==> src/hw/rtl/vpm_pkg.sv <==
// Shared types and constants for the vibrato pitch modulator.
// Holds the item structs, the configuration struct and the register indexes.
// No dependencies.
package vpm_pkg;

    typedef enum logic [1:0] {
        KIND_TICK   = 2'd0,
        KIND_NOTE   = 2'd1,
        KIND_TIED   = 2'd2,
        KIND_UNUSED = 2'd3
    } kind_t;

    typedef struct packed {
        logic [1:0] kind;
        logic [7:0] note_scale;
        logic [2:0] octave_block;
    } in_item_t;

    typedef struct packed {
        logic signed [15:0] pitch_offset;
        logic               offset_changed;
    } out_item_t;

    typedef struct packed {
        logic [7:0] start_delay;
        logic [7:0] mul_up;
        logic [7:0] mul_down;
        logic [7:0] len_up;
        logic [7:0] len_down;
        logic       initial_down;
        logic [4:0] step_period;
        logic       speaker_mode;
    } cfg_t;

    localparam int unsigned CFG_INDEX_W = 3;
    localparam int unsigned CFG_DATA_W  = 8;

    localparam logic [CFG_INDEX_W-1:0] REG_START_DELAY  = 3'd0;
    localparam logic [CFG_INDEX_W-1:0] REG_MUL_UP       = 3'd1;
    localparam logic [CFG_INDEX_W-1:0] REG_MUL_DOWN     = 3'd2;
    localparam logic [CFG_INDEX_W-1:0] REG_LEN_UP       = 3'd3;
    localparam logic [CFG_INDEX_W-1:0] REG_LEN_DOWN     = 3'd4;
    localparam logic [CFG_INDEX_W-1:0] REG_INITIAL_DOWN = 3'd5;
    localparam logic [CFG_INDEX_W-1:0] REG_STEP_PERIOD  = 3'd6;
    localparam logic [CFG_INDEX_W-1:0] REG_SPEAKER_MODE = 3'd7;

    localparam logic [7:0] FRAC_HALF = 8'h80;

endpackage

==> src/hw/rtl/vpm_cfg_regs.sv <==
// Configuration register file of the vibrato pitch modulator.
// Write-only registers addressed by index; depends on vpm_pkg.
module vpm_cfg_regs
    import vpm_pkg::*;
(
    input  logic                   aclk,
    input  logic                   aresetn,
    input  logic                   cfg_wr_en,
    input  logic [CFG_INDEX_W-1:0] cfg_index,
    input  logic [CFG_DATA_W-1:0]  cfg_wdata,
    output cfg_t                   cfg
);

    cfg_t cfg_reg;

    always_ff @(posedge aclk) begin
        if (!aresetn) begin
            cfg_reg <= '0;
        end else if (cfg_wr_en) begin
            unique case (cfg_index)
                REG_START_DELAY:  cfg_reg.start_delay  <= cfg_wdata;
                REG_MUL_UP:       cfg_reg.mul_up       <= cfg_wdata;
                REG_MUL_DOWN:     cfg_reg.mul_down     <= cfg_wdata;
                REG_LEN_UP:       cfg_reg.len_up       <= cfg_wdata;
                REG_LEN_DOWN:     cfg_reg.len_down     <= cfg_wdata;
                REG_INITIAL_DOWN: cfg_reg.initial_down <= cfg_wdata[0];
                REG_STEP_PERIOD:  cfg_reg.step_period  <= cfg_wdata[4:0];
                REG_SPEAKER_MODE: cfg_reg.speaker_mode <= cfg_wdata[0];
                default: ;
            endcase
        end
    end

    assign cfg = cfg_reg;

endmodule

==> src/hw/rtl/vpm_engine.sv <==
// Vibrato state and step logic: delay countdown, arming, slope turns and
// 8.8 accumulation into the pitch offset. Depends on vpm_pkg.
module vpm_engine
    import vpm_pkg::*;
(
    input  logic      aclk,
    input  logic      aresetn,
    input  cfg_t      cfg,
    input  logic      item_en,
    input  in_item_t  item,
    output out_item_t result
);

    logic        armed_reg, armed_next;
    logic        falling_reg, falling_next;
    logic [7:0]  delay_count_reg, delay_count_next;
    logic [7:0]  half_count_reg, half_count_next;
    logic [7:0]  frac_acc_reg, frac_acc_next;
    logic [15:0] offset_acc_reg, offset_acc_next;
    logic [15:0] step_rise_reg, step_rise_next;
    logic [15:0] step_fall_reg, step_fall_next;
    logic [7:0]  scale_hold_reg, scale_hold_next;
    logic [2:0]  octave_hold_reg, octave_hold_next;

    logic        changed;
    logic [7:0]  delay_dec;
    logic [2:0]  shift_amt;
    logic [15:0] prod_up;
    logic [15:0] prod_down;
    logic [7:0]  half_w;
    logic        falling_w;
    logic [7:0]  frac_w;
    logic [15:0] rise_w;
    logic [15:0] fall_w;
    logic [8:0]  frac_sum;
    logic [8:0]  frac_diff;

    // The products are built ahead of the step so the arming path is flat.
    assign shift_amt = cfg.speaker_mode ? octave_hold_reg : 3'd0;
    assign prod_up   = (16'(cfg.mul_up) * 16'(scale_hold_reg)) >> shift_amt;
    assign prod_down = (16'(cfg.mul_down) * 16'(scale_hold_reg)) >> shift_amt;
    assign delay_dec = delay_count_reg - 8'd1;

    always_comb begin
        armed_next       = armed_reg;
        falling_next     = falling_reg;
        delay_count_next = delay_count_reg;
        half_count_next  = half_count_reg;
        frac_acc_next    = frac_acc_reg;
        offset_acc_next  = offset_acc_reg;
        step_rise_next   = step_rise_reg;
        step_fall_next   = step_fall_reg;
        scale_hold_next  = scale_hold_reg;
        octave_hold_next = octave_hold_reg;
        changed          = 1'b0;
        half_w           = half_count_reg;
        falling_w        = falling_reg;
        frac_w           = frac_acc_reg;
        rise_w           = step_rise_reg;
        fall_w           = step_fall_reg;
        frac_sum         = '0;
        frac_diff        = '0;

        unique case (kind_t'(item.kind))
            KIND_NOTE, KIND_TIED: begin
                scale_hold_next  = item.note_scale;
                octave_hold_next = item.octave_block;
                if (kind_t'(item.kind) == KIND_NOTE) begin
                    delay_count_next = cfg.start_delay;
                    offset_acc_next  = '0;
                    frac_acc_next    = FRAC_HALF;
                    armed_next       = 1'b0;
                end
            end
            KIND_TICK: begin
                if (cfg.start_delay != 8'd0) begin
                    delay_count_next = delay_dec;
                    if (delay_dec == 8'd0) begin
                        changed = 1'b1;
                        // The first expiry after a note fixes the steps.
                        if (!armed_reg) begin
                            rise_w    = prod_up;
                            fall_w    = prod_down;
                            half_w    = (cfg.initial_down ? cfg.len_down : cfg.len_up) >> 1;
                            frac_w    = FRAC_HALF;
                            falling_w = cfg.initial_down;
                        end
                        armed_next     = 1'b1;
                        step_rise_next = rise_w;
                        step_fall_next = fall_w;
                        delay_count_next = (cfg.step_period == 5'd0) ? 8'd1
                                                                     : 8'(cfg.step_period);
                        half_w = half_w - 8'd1;
                        if (half_w == 8'd0) begin
                            half_w    = falling_w ? cfg.len_up : cfg.len_down;
                            falling_w = !falling_w;
                            if (half_w == 8'd0) begin
                                half_w = 8'd1;
                            end
                        end
                        half_count_next = half_w;
                        falling_next    = falling_w;
                        if (!falling_w) begin
                            frac_sum        = {1'b0, frac_w} + {1'b0, rise_w[7:0]};
                            frac_acc_next   = frac_sum[7:0];
                            offset_acc_next = offset_acc_reg + {8'd0, rise_w[15:8]}
                                              + {15'd0, frac_sum[8]};
                        end else begin
                            frac_diff       = {1'b0, frac_w} - {1'b0, fall_w[7:0]};
                            frac_acc_next   = frac_diff[7:0];
                            offset_acc_next = offset_acc_reg - {8'd0, fall_w[15:8]}
                                              - {15'd0, frac_diff[8]};
                        end
                    end
                end
            end
            default: ;
        endcase
    end

    always_ff @(posedge aclk) begin
        if (!aresetn) begin
            armed_reg       <= 1'b0;
            falling_reg     <= 1'b0;
            delay_count_reg <= '0;
            half_count_reg  <= '0;
            frac_acc_reg    <= FRAC_HALF;
            offset_acc_reg  <= '0;
            step_rise_reg   <= '0;
            step_fall_reg   <= '0;
            scale_hold_reg  <= '0;
            octave_hold_reg <= '0;
        end else if (item_en) begin
            armed_reg       <= armed_next;
            falling_reg     <= falling_next;
            delay_count_reg <= delay_count_next;
            half_count_reg  <= half_count_next;
            frac_acc_reg    <= frac_acc_next;
            offset_acc_reg  <= offset_acc_next;
            step_rise_reg   <= step_rise_next;
            step_fall_reg   <= step_fall_next;
            scale_hold_reg  <= scale_hold_next;
            octave_hold_reg <= octave_hold_next;
        end
    end

    assign result.pitch_offset   = offset_acc_next;
    assign result.offset_changed = changed;

endmodule

==> src/hw/rtl/vibrato_pitch_modulator_core.sv <==
// Vibrato pitch modulator, top level: input register, step engine and result register.
// Depends on vpm_pkg, vpm_cfg_regs and vpm_engine.
//
// Each accepted item (tick, new note, tied note or unused kind) yields exactly one
// result item carrying the pitch offset after that item and a flag set when a tick
// made a vibrato step. The block takes one item per clock cycle while its result
// register is free or being taken, limited by the single step stage between its
// input and result registers; a result is offered once its item has passed both.
// Registers must be written through the configuration port only while no item is
// in flight; the block itself does not enforce this.
module vibrato_pitch_modulator_core
    import vpm_pkg::*;
(
    input  logic                   aclk,
    input  logic                   aresetn,
    input  logic                   s_valid,
    output logic                   s_ready,
    input  in_item_t               s_data,
    output logic                   m_valid,
    input  logic                   m_ready,
    output out_item_t              m_data,
    input  logic                   cfg_wr_en,
    input  logic [CFG_INDEX_W-1:0] cfg_index,
    input  logic [CFG_DATA_W-1:0]  cfg_wdata
);

    cfg_t      cfg;
    in_item_t  in_reg;
    logic      in_valid_reg;
    out_item_t out_reg;
    logic      out_valid_reg;
    out_item_t eng_out;
    logic      advance;

    // An item moves into the result register whenever that register is free or
    // being emptied in the same cycle.
    assign advance = in_valid_reg && (!out_valid_reg || m_ready);
    assign s_ready = !in_valid_reg || advance;

    vpm_cfg_regs u_cfg (
        .aclk      (aclk),
        .aresetn   (aresetn),
        .cfg_wr_en (cfg_wr_en),
        .cfg_index (cfg_index),
        .cfg_wdata (cfg_wdata),
        .cfg       (cfg)
    );

    vpm_engine u_engine (
        .aclk    (aclk),
        .aresetn (aresetn),
        .cfg     (cfg),
        .item_en (advance),
        .item    (in_reg),
        .result  (eng_out)
    );

    always_ff @(posedge aclk) begin
        if (!aresetn) begin
            in_valid_reg  <= 1'b0;
            out_valid_reg <= 1'b0;
        end else begin
            if (s_ready) begin
                in_valid_reg <= s_valid;
            end
            if (advance) begin
                out_valid_reg <= 1'b1;
            end else if (m_ready) begin
                out_valid_reg <= 1'b0;
            end
        end
    end

    always_ff @(posedge aclk) begin
        if (s_valid && s_ready) begin
            in_reg <= s_data;
        end
        if (advance) begin
            out_reg <= eng_out;
        end
    end

    assign m_valid = out_valid_reg;
    assign m_data  = out_reg;

    a_accept_loads: assert property (@(posedge aclk) disable iff (!aresetn)
        (s_valid && s_ready) |=> in_valid_reg)
        else $error("accepted item did not reach the input register");

    a_advance_shows: assert property (@(posedge aclk) disable iff (!aresetn)
        advance |=> m_valid)
        else $error("result register not valid after an item advanced");

    a_note_no_step: assert property (@(posedge aclk) disable iff (!aresetn)
        (advance && kind_t'(in_reg.kind) != KIND_TICK) |-> !eng_out.offset_changed)
        else $error("non-tick item reported a vibrato step");

    a_note_clears: assert property (@(posedge aclk) disable iff (!aresetn)
        (advance && kind_t'(in_reg.kind) == KIND_NOTE) |-> eng_out.pitch_offset == 16'sd0)
        else $error("new note did not clear the pitch offset");

endmodule
==> config.mk <==
export PLATFORM = sky130hd
export DESIGN_NAME = vibrato_pitch_modulator_core
export DESIGN_NICKNAME = d
export VERILOG_FILES = /design/src/hw/rtl/vpm_pkg.sv /design/src/hw/rtl/vpm_cfg_regs.sv /design/src/hw/rtl/vpm_engine.sv /design/src/hw/rtl/vibrato_pitch_modulator_core.sv
export SDC_FILE = /design/constraint.sdc
export NUM_CORES = 1
export LEC_CHECK = 0
export ABC_CLOCK_PERIOD_IN_PS = 8600
export BUFFER_PORTS_ARGS = -buffer_cell sky130_fd_sc_hd__buf_2
export CAP_MARGIN = 15
export CORE_MARGIN = 4
export CORE_UTILIZATION = 45
export DETAILED_ROUTE_END_ITERATION = 7
export GPL_TIMING_DRIVEN = 0
export PLACE_DENSITY_LB_ADDON = 0.05
export SYNTH_ARGS = -nofsm -noshare
export SYNTH_HDL_FRONTEND = slang
export SYNTH_HIERARCHICAL = 1
export SYNTH_SLANG_ARGS = --single-unit
export TNS_END_PERCENT = 1
==> constraint.sdc <==
create_clock -name aclk -period 8.6 [get_ports aclk]
set_input_delay 1.29 -clock aclk [delete_from_list [all_inputs] [get_ports aclk]]
set_output_delay 1.29 -clock aclk [all_outputs]
set_load 0.05 [all_outputs]
==> impl_metrics.env, run 1 <==
export IMPL_run_status="complete, but fails checks"
export IMPL_violated_checks="negative setup slack"
export IMPL_worstSetupStartpointType="register"
export IMPL_worst_slew_pin_transition_ns=1.04
export IMPL_cts_root_buf="clkbuf_16"
export IMPL_ir_drop_uv=119
export IMPL_grt_first_pass_wirelength_um=73200
export IMPL_synth_cell_type_count=88
export IMPL_reg2reg_depth=39
export IMPL_net_count_synth=2015
export IMPL_drt_pass1_iterations=6
export IMPL_slowest_stage="fa_1"
export IMPL_fp_dieW_um=190
export IMPL_crit_path_max_fanout=5
export IMPL_min_period_over_period_pct=109
export IMPL_placed_cells=2283
export IMPL_timing_max_cap_violations=0
export IMPL_slew_violations=0
export IMPL_number_of_flops_mapped_to_enable_cells_by_yosys=30
export IMPL_grt_antenna_before_repair=0
export IMPL_fin_worst_skew_ns=0.0110
export IMPL_most_frequent_cell_on_the_critical_path="fa_1"
export IMPL_timing_setup_critical_path_class="register to register"
export IMPL_slowest_delay_ns=0.56
export IMPL_synth_area_leader_cell="dfxtp_1"
export IMPL_core_area_mm2=0.0325
export IMPL_synthCells=1792
export IMPL_yosysSeqAreaShare_pct=24.1
export IMPL_dieArea_mm2=0.0360
export IMPL_postSynth_topFlopCell="dfxtp_1"
export IMPL_timing_critical_path_arrival_ns=9.71
export IMPL_r2r_slack_ns=-0.76
export IMPL_post_synth_main_area_contributors="dfxtp_1, fa_1, ha_1, nand2_1, edfxtp_1"
export IMPL_io_pins=48
export IMPL_route_detailed_wl_per_inst_um=19.6
export IMPL_dp_slack_ns=-1.57
export IMPL_commonest_cells_after_routing_fill_and_taps_aside="nand2_1, inv_1, dfxtp_1"
export IMPL_place_congestion=0.909
export IMPL_cts_inserted_buffers=17
export IMPL_final_net_count=2109
export IMPL_cts_sinks=164
export IMPL_critPathRequiredTime_ns=8.95
export IMPL_p_per_area_mw_per_mm2=105
export IMPL_timing_setup_tns_ns=-5.14
export IMPL_row_count=66
export IMPL_groute_layer_met2_usage_pct=41.1
export IMPL_drive_gt1_share_pct=13.8
export IMPL_layoutNonFillerInstCount=2342
export IMPL_final_antenna_net_count=0
export IMPL_largest_register_ffs=47
export IMPL_top_usage_layer="met2"
export IMPL_grt_util_met3_pct=5.10
export IMPL_rsz0062_at_grt="true"
export IMPL_postLayoutSetupSlackWorst_ns=-0.763
export IMPL_port_buffers=47
export IMPL_initial_utilization_pct=45.7
export IMPL_report_final_setup_viol=17
export IMPL_fillCellCount=3165
export IMPL_hold_depth=2
export IMPL_layout_commonest_cell="nand2_1"
export IMPL_count_of_routing_violations_after_the_opening_detailed_route_iteration=1106
export IMPL_use_met1_pct=36.4
export IMPL_cts_tree="yes"
export IMPL_ys_seq_elements=164
export IMPL_worst_slew_margin_rel_pct=29.7
export IMPL_detailed_place_hpwl_um=35100
export IMPL_vias_per_cell=5.74
export IMPL_cts_max_path_buffers=2
export IMPL_drt_drc_violations_left=0
export IMPL_timing_final_hold_violations=0
export IMPL_final_min_clock_period_ns=9.36
export IMPL_grt_resource_usage_total_pct=25.7
export IMPL_static_leakage_power_nw=7.56
export IMPL_htreeDepth=4
export IMPL_ys_async_rst_share_pct=0
export IMPL_max_clock_freq_mhz=107
export IMPL_post_synthesis_to_final_layout_area_growth_pct=14.5
export IMPL_synth_largest_type_area_fraction_pct=18.1
export IMPL_postCtsHoldBufs=0
export IMPL_vias=13400
export IMPL_synth_area_per_cell_um2=8.29
export IMPL_worstSkewPairLatency_ns=0.44
export IMPL_cp_endpoint_kind="register"
export IMPL_grt_max_degree=19
export IMPL_min_path_type="register to register"
export IMPL_synth_warnings=6
export IMPL_global_route_overflow_total=0
export IMPL_wirelength_um=46000
export IMPL_clkSlewWorstSetupHoldPaths_ns=0.08
export IMPL_post_synth_instance_area_mm2=0.0149
export IMPL_floorplan_die_height_um=190
export IMPL_via_count_of_the_first_global_routing_pass=13300
worst max-delay path, delay by kind of cell, from the launching register on:
family | cells | cell delay, ns
and+or+nand+nor | 9 | 1.68
AOI/OAI and AO/OA | 13 | 2.31
adders and majority gates | 9 | 3.45
DFF | 1 | 0.37
buffers and inverters | 5 | 0.34
muxes | 3 | 1.11
cells by family after synthesis:
kind of cell               count (synthesis)  share of synthesized area (%)
AOI/OAI and AO/OA                        418                           18.5
and+or+nand+nor                          624                           20.6
muxes                                     98                           7.01
buffers and inverters                    248                           6.51
DFF                                      164                           24.1
xor gates and xnor gates                  46                           2.96
adders and majority gates                194                           20.3
worst paths after layout:
kind                                                 from                                  endpoint
setup / recovery  u_engine/scale_hold_reg[3]$_SDFFE_PN0P_  u_engine/offset_acc_reg[14]$_SDFFE_PN0P_
hold / removal     u_engine/step_rise_reg[6]$_SDFFE_PN0P_    u_engine/step_rise_reg[6]$_SDFFE_PN0P_
setup reg to reg  u_engine/scale_hold_reg[3]$_SDFFE_PN0P_  u_engine/offset_acc_reg[14]$_SDFFE_PN0P_
hold reg to reg    u_engine/step_rise_reg[6]$_SDFFE_PN0P_    u_engine/step_rise_reg[6]$_SDFFE_PN0P_
where the power goes:
group | leakage [nW] | total, mW | switching (mW) | internal, mW
Sequential | 1.38 | 0.813 | 0.0175 | 0.795
Clock | 0.287 | 0.773 | 0.354 | 0.419
Combinational | 5.89 | 0.204 | 0.131 | 0.0735
Yosys cell counts (all sizes together), types with 18 or more instances:
library cell / n
o211ai: 19
a21o: 23
nand2: 245
mux2i: 79
ha: 116
inv: 148
fa: 78
xnor2: 31
nor3: 34
nand3: 29
edfxtp: 30
and2: 102
o21ai: 86
a211oi: 18
dfxtp: 134
a21oi: 119
buf: 26
nor2: 98
clkbuf: 73
layer usage:
layer  part of all wire (%)  vias up
met5                      0        -
met4                    1.6        0
met3                    6.7       58
met2                     45      427
met1                     47     6532
li1                       -     6424
through the flow:
| stage | total power, mW | hold slack, ns | cell area, µm² | utilization [%] |
|---|---|---|---|---|
| after CTS | 1.80 | 0.454 | 16800 | 51.6 |
| final | 1.79 | 0.457 | 17000 | 52.3 |
| after global placement | 1.01 | 0.442 | 15800 | 48.4 |
| after detailed placement | 1.02 | 0.443 | 15800 | 48.5 |
| after floorplan | 0.949 | 0.432 | 15000 | - |
| after global routing | 1.86 | 0.474 | 17000 | 52.3 |
layout make-up:
| type | instances | area, µm² | share of cell area, % |
|---|---|---|---|
| antenna | 1 | 2.50 | 0.0147 |
| buffer | 95 | 515 | 3.03 |
| clock buffer | 21 | 493 | 2.90 |
| clock inverter | 11 | 87.6 | 0.515 |
| inverter | 149 | 562 | 3.30 |
| multi-input combinational | 1380 | 10700 | 62.7 |
| sequential | 164 | 3620 | 21.3 |
| tap | 442 | 553 | 3.25 |
| timing repair buffer | 79 | 515 | 3.03 |
what timing repair did:
action	in CTS	in global routing
gates resized for setup	53	53
setup buffers	23	7
endpoints found under the hold margin	0	0
pin swaps	24	34
cloned	0	0
endpoints found under the setup margin	32	30
No activity file was read; power rests on OpenSTA's default activity.
==> run 2: changes to the inputs <==
--- a/config.mk
+++ b/config.mk
@@ -9,7 +9,7 @@
 export BUFFER_PORTS_ARGS = -buffer_cell sky130_fd_sc_hd__buf_2
 export CAP_MARGIN = 15
 export CORE_MARGIN = 4
-export CORE_UTILIZATION = 45
+export CORE_UTILIZATION = 40
 export DETAILED_ROUTE_END_ITERATION = 7
 export GPL_TIMING_DRIVEN = 0
 export PLACE_DENSITY_LB_ADDON = 0.05
==> impl_metrics.env, run 2 (synthesis gave the netlist of run 1 again) <==
export IMPL_run_status="complete, but fails checks"
export IMPL_violated_checks="negative setup slack"
export IMPL_slowest_stage="fa_1"
export IMPL_r2r_slack_ns=-0.61
export IMPL_wirelength_um=47700
export IMPL_post_synthesis_to_final_layout_area_growth_pct=14.4
export IMPL_place_congestion=0.909
export IMPL_ir_drop_uv=147
export IMPL_grt_first_pass_wirelength_um=75400
export IMPL_timing_critical_path_arrival_ns=9.57
export IMPL_cts_tree="yes"
export IMPL_placed_area_mm2=0.0158
export IMPL_max_clock_freq_mhz=109
export IMPL_worstSkewPairLatency_ns=0.46
export IMPL_vias=13400
export IMPL_report_final_setup_viol=15
export IMPL_global_route_overflow_total=0
export IMPL_via_count_of_the_first_global_routing_pass=13100
export IMPL_slew_violations=0
export IMPL_detailed_place_hpwl_um=36800
export IMPL_slowest_delay_ns=0.56
export IMPL_layout_commonest_cell="nand2_1"
export IMPL_timing_setup_critical_path_class="register to register"
export IMPL_cts_inserted_buffers=17
export IMPL_fin_worst_skew_ns=0.0188
export IMPL_count_of_routing_violations_after_the_opening_detailed_route_iteration=991
export IMPL_min_from="u_engine/step_rise_reg[12]$_SDFFE_PN0P_"
export IMPL_drive_gt1_share_pct=13.5
export IMPL_grt_max_degree=19
export IMPL_grt_resource_usage_total_pct=23.6
export IMPL_reg2reg_from="u_engine/scale_hold_reg[4]$_SDFFE_PN0P_"
export IMPL_drt_drc_violations_left=0
export IMPL_drt_pass1_iterations=6
export IMPL_cp_buffers_inverters=5
export IMPL_dieArea_mm2=0.0403
export IMPL_final_net_count=2109
export IMPL_crit_path_max_fanout=5
export IMPL_timing_max_cap_violations=0
export IMPL_critPathRequiredTime_ns=8.96
export IMPL_timing_setup_tns_ns=-4.84
export IMPL_placed_cells=2309
export IMPL_commonest_cells_after_routing_fill_and_taps_aside="nand2_1, inv_1, dfxtp_1"
export IMPL_min_path_type="register to register"
export IMPL_initial_utilization_pct=40.6
export IMPL_timing_final_hold_violations=0
export IMPL_htreeDepth=4
export IMPL_reg2reg_depth=39
export IMPL_cts_sinks=164
export IMPL_hold_depth=2
export IMPL_worst_slew_margin_rel_pct=29.6
export IMPL_row_count=70
export IMPL_clkSlewWorstSetupHoldPaths_ns=0.07
export IMPL_finalInstanceArea_mm2=0.0170
export IMPL_min_period_over_period_pct=107
export IMPL_cp_endpoint_kind="register"
export IMPL_fp_dieW_um=201
export IMPL_worst_slew_pin_transition_ns=1.05
export IMPL_static_leakage_power_nw=7.59
export IMPL_p_per_area_mw_per_mm2=105
export IMPL_category_of_cells_accounting_for_the_largest_share_of_critical_path_delay="adder cells"
export IMPL_final_min_clock_period_ns=9.21
export IMPL_io_pins=48
export IMPL_port_buffers=47
export IMPL_layout_core_utilization_pct=46.4
export IMPL_rsz0062_at_grt="true"
export IMPL_final_antenna_net_count=0
export IMPL_route_detailed_wl_per_inst_um=20.1
export IMPL_largest_register_ffs=47
export IMPL_worst_r2r_endpoint="u_engine/offset_acc_reg[14]$_SDFFE_PN0P_"
export IMPL_postLayoutSetupSlackWorst_ns=-0.610
export IMPL_layoutNonFillerInstCount=2369
export IMPL_whs_endpoint="u_engine/step_rise_reg[12]$_SDFFE_PN0P_"
export IMPL_vias_per_cell=5.65
export IMPL_floorplan_die_height_um=201
export IMPL_core_area_mm2=0.0366
export IMPL_cts_root_buf="clkbuf_16"
export IMPL_grt_antenna_before_repair=0
export IMPL_worstSetupStartpointType="register"
export IMPL_cts_max_path_buffers=2
run 2: area by class of cell:
| class | instances | area, µm² |
|---|---|---|
| multi-input cells | 1380 | 10600 |
| inverters | 149 | 559 |
| clock inverters | 11 | 85.1 |
| plain buffers | 95 | 494 |
| fillers | 3717 | 19600 |
| clock buffers | 20 | 489 |
| flip-flops and latches | 164 | 3630 |
| diodes | 3 | 7.51 |
| repair buffers | 79 | 515 |
| well taps | 468 | 586 |
run 2: routing by layer:
metal	GRT usage, %	wire length (µm)	vias up
met5	0	0	-
met4	5.73	708	0
met3	3.93	2680	44
met2	37.0	21300	360
met1	34.1	23000	6552
li1	-	-	6428
run 2: where the power goes:
part | internal (mW) | leakage (nW) | switching, mW
clock | 0.416 | 0.290 | 0.356
sequential | 0.795 | 1.38 | 0.0183
combinational | 0.0737 | 5.92 | 0.133
total | 1.28 | 7.59 | 0.507
run 2: metrics by stage:
| step | setup WS, ns | hold slack, ns | total power [mW] |
|---|---|---|---|
| after floorplan | -0.0827 | 0.432 | 0.949 |
| after global placement | -1.61 | 0.441 | 1.02 |
| after detailed placement | -1.69 | 0.445 | 1.02 |
| after CTS | -0.953 | 0.456 | 1.80 |
| after global routing | -0.997 | 0.477 | 1.86 |
| final | -0.610 | 0.456 | 1.79 |
run 2: what timing repair did:
action / in CTS / in global routing
hold buffers: 0 / 0
buffers inserted: 19 / 11
pin swaps: 22 / 36
resized for setup: 46 / 54
setup endpoints to repair: 32 / 28
run 2: how the worst max path moves through the flow:
stage | start | end | slack [ns] | depth (start not counted)
5_1_grt | u_engine/scale_hold_reg[2]$_SDFFE_PN0P_ | u_engine/offset_acc_reg[14]$_SDFFE_PN0P_ | -1.0 | 39
3_5_place_dp | u_engine/scale_hold_reg[7]$_SDFFE_PN0P_ | m_data[15]$_DFFE_PP_ | -1.69 | 41
3_3_place_gp | u_engine/scale_hold_reg[7]$_SDFFE_PN0P_ | m_data[15]$_DFFE_PP_ | -1.61 | 41
4_1_cts | u_engine/scale_hold_reg[3]$_SDFFE_PN0P_ | u_engine/offset_acc_reg[14]$_SDFFE_PN0P_ | -0.95 | 40
6_report | u_engine/scale_hold_reg[4]$_SDFFE_PN0P_ | u_engine/offset_acc_reg[14]$_SDFFE_PN0P_ | -0.61 | 39
2_1_floorplan | u_engine/scale_hold_reg[4]$_SDFFE_PN0P_ | u_engine/offset_acc_reg[14]$_SDFFE_PN0P_ | -0.08 | 40
run 2: worst register-to-register path: cells and delay by family, from the launching register on:
kind / cells / cell delay, ns
adder cells (fa/ha/maj): 9 / 3.32
AO/OA/AOI/OAI: 13 / 2.20
AND/OR/NAND/NOR: 9 / 1.71
multiplexers: 3 / 1.08
buffers and inverters: 5 / 0.44
flip-flops: 1 / 0.36
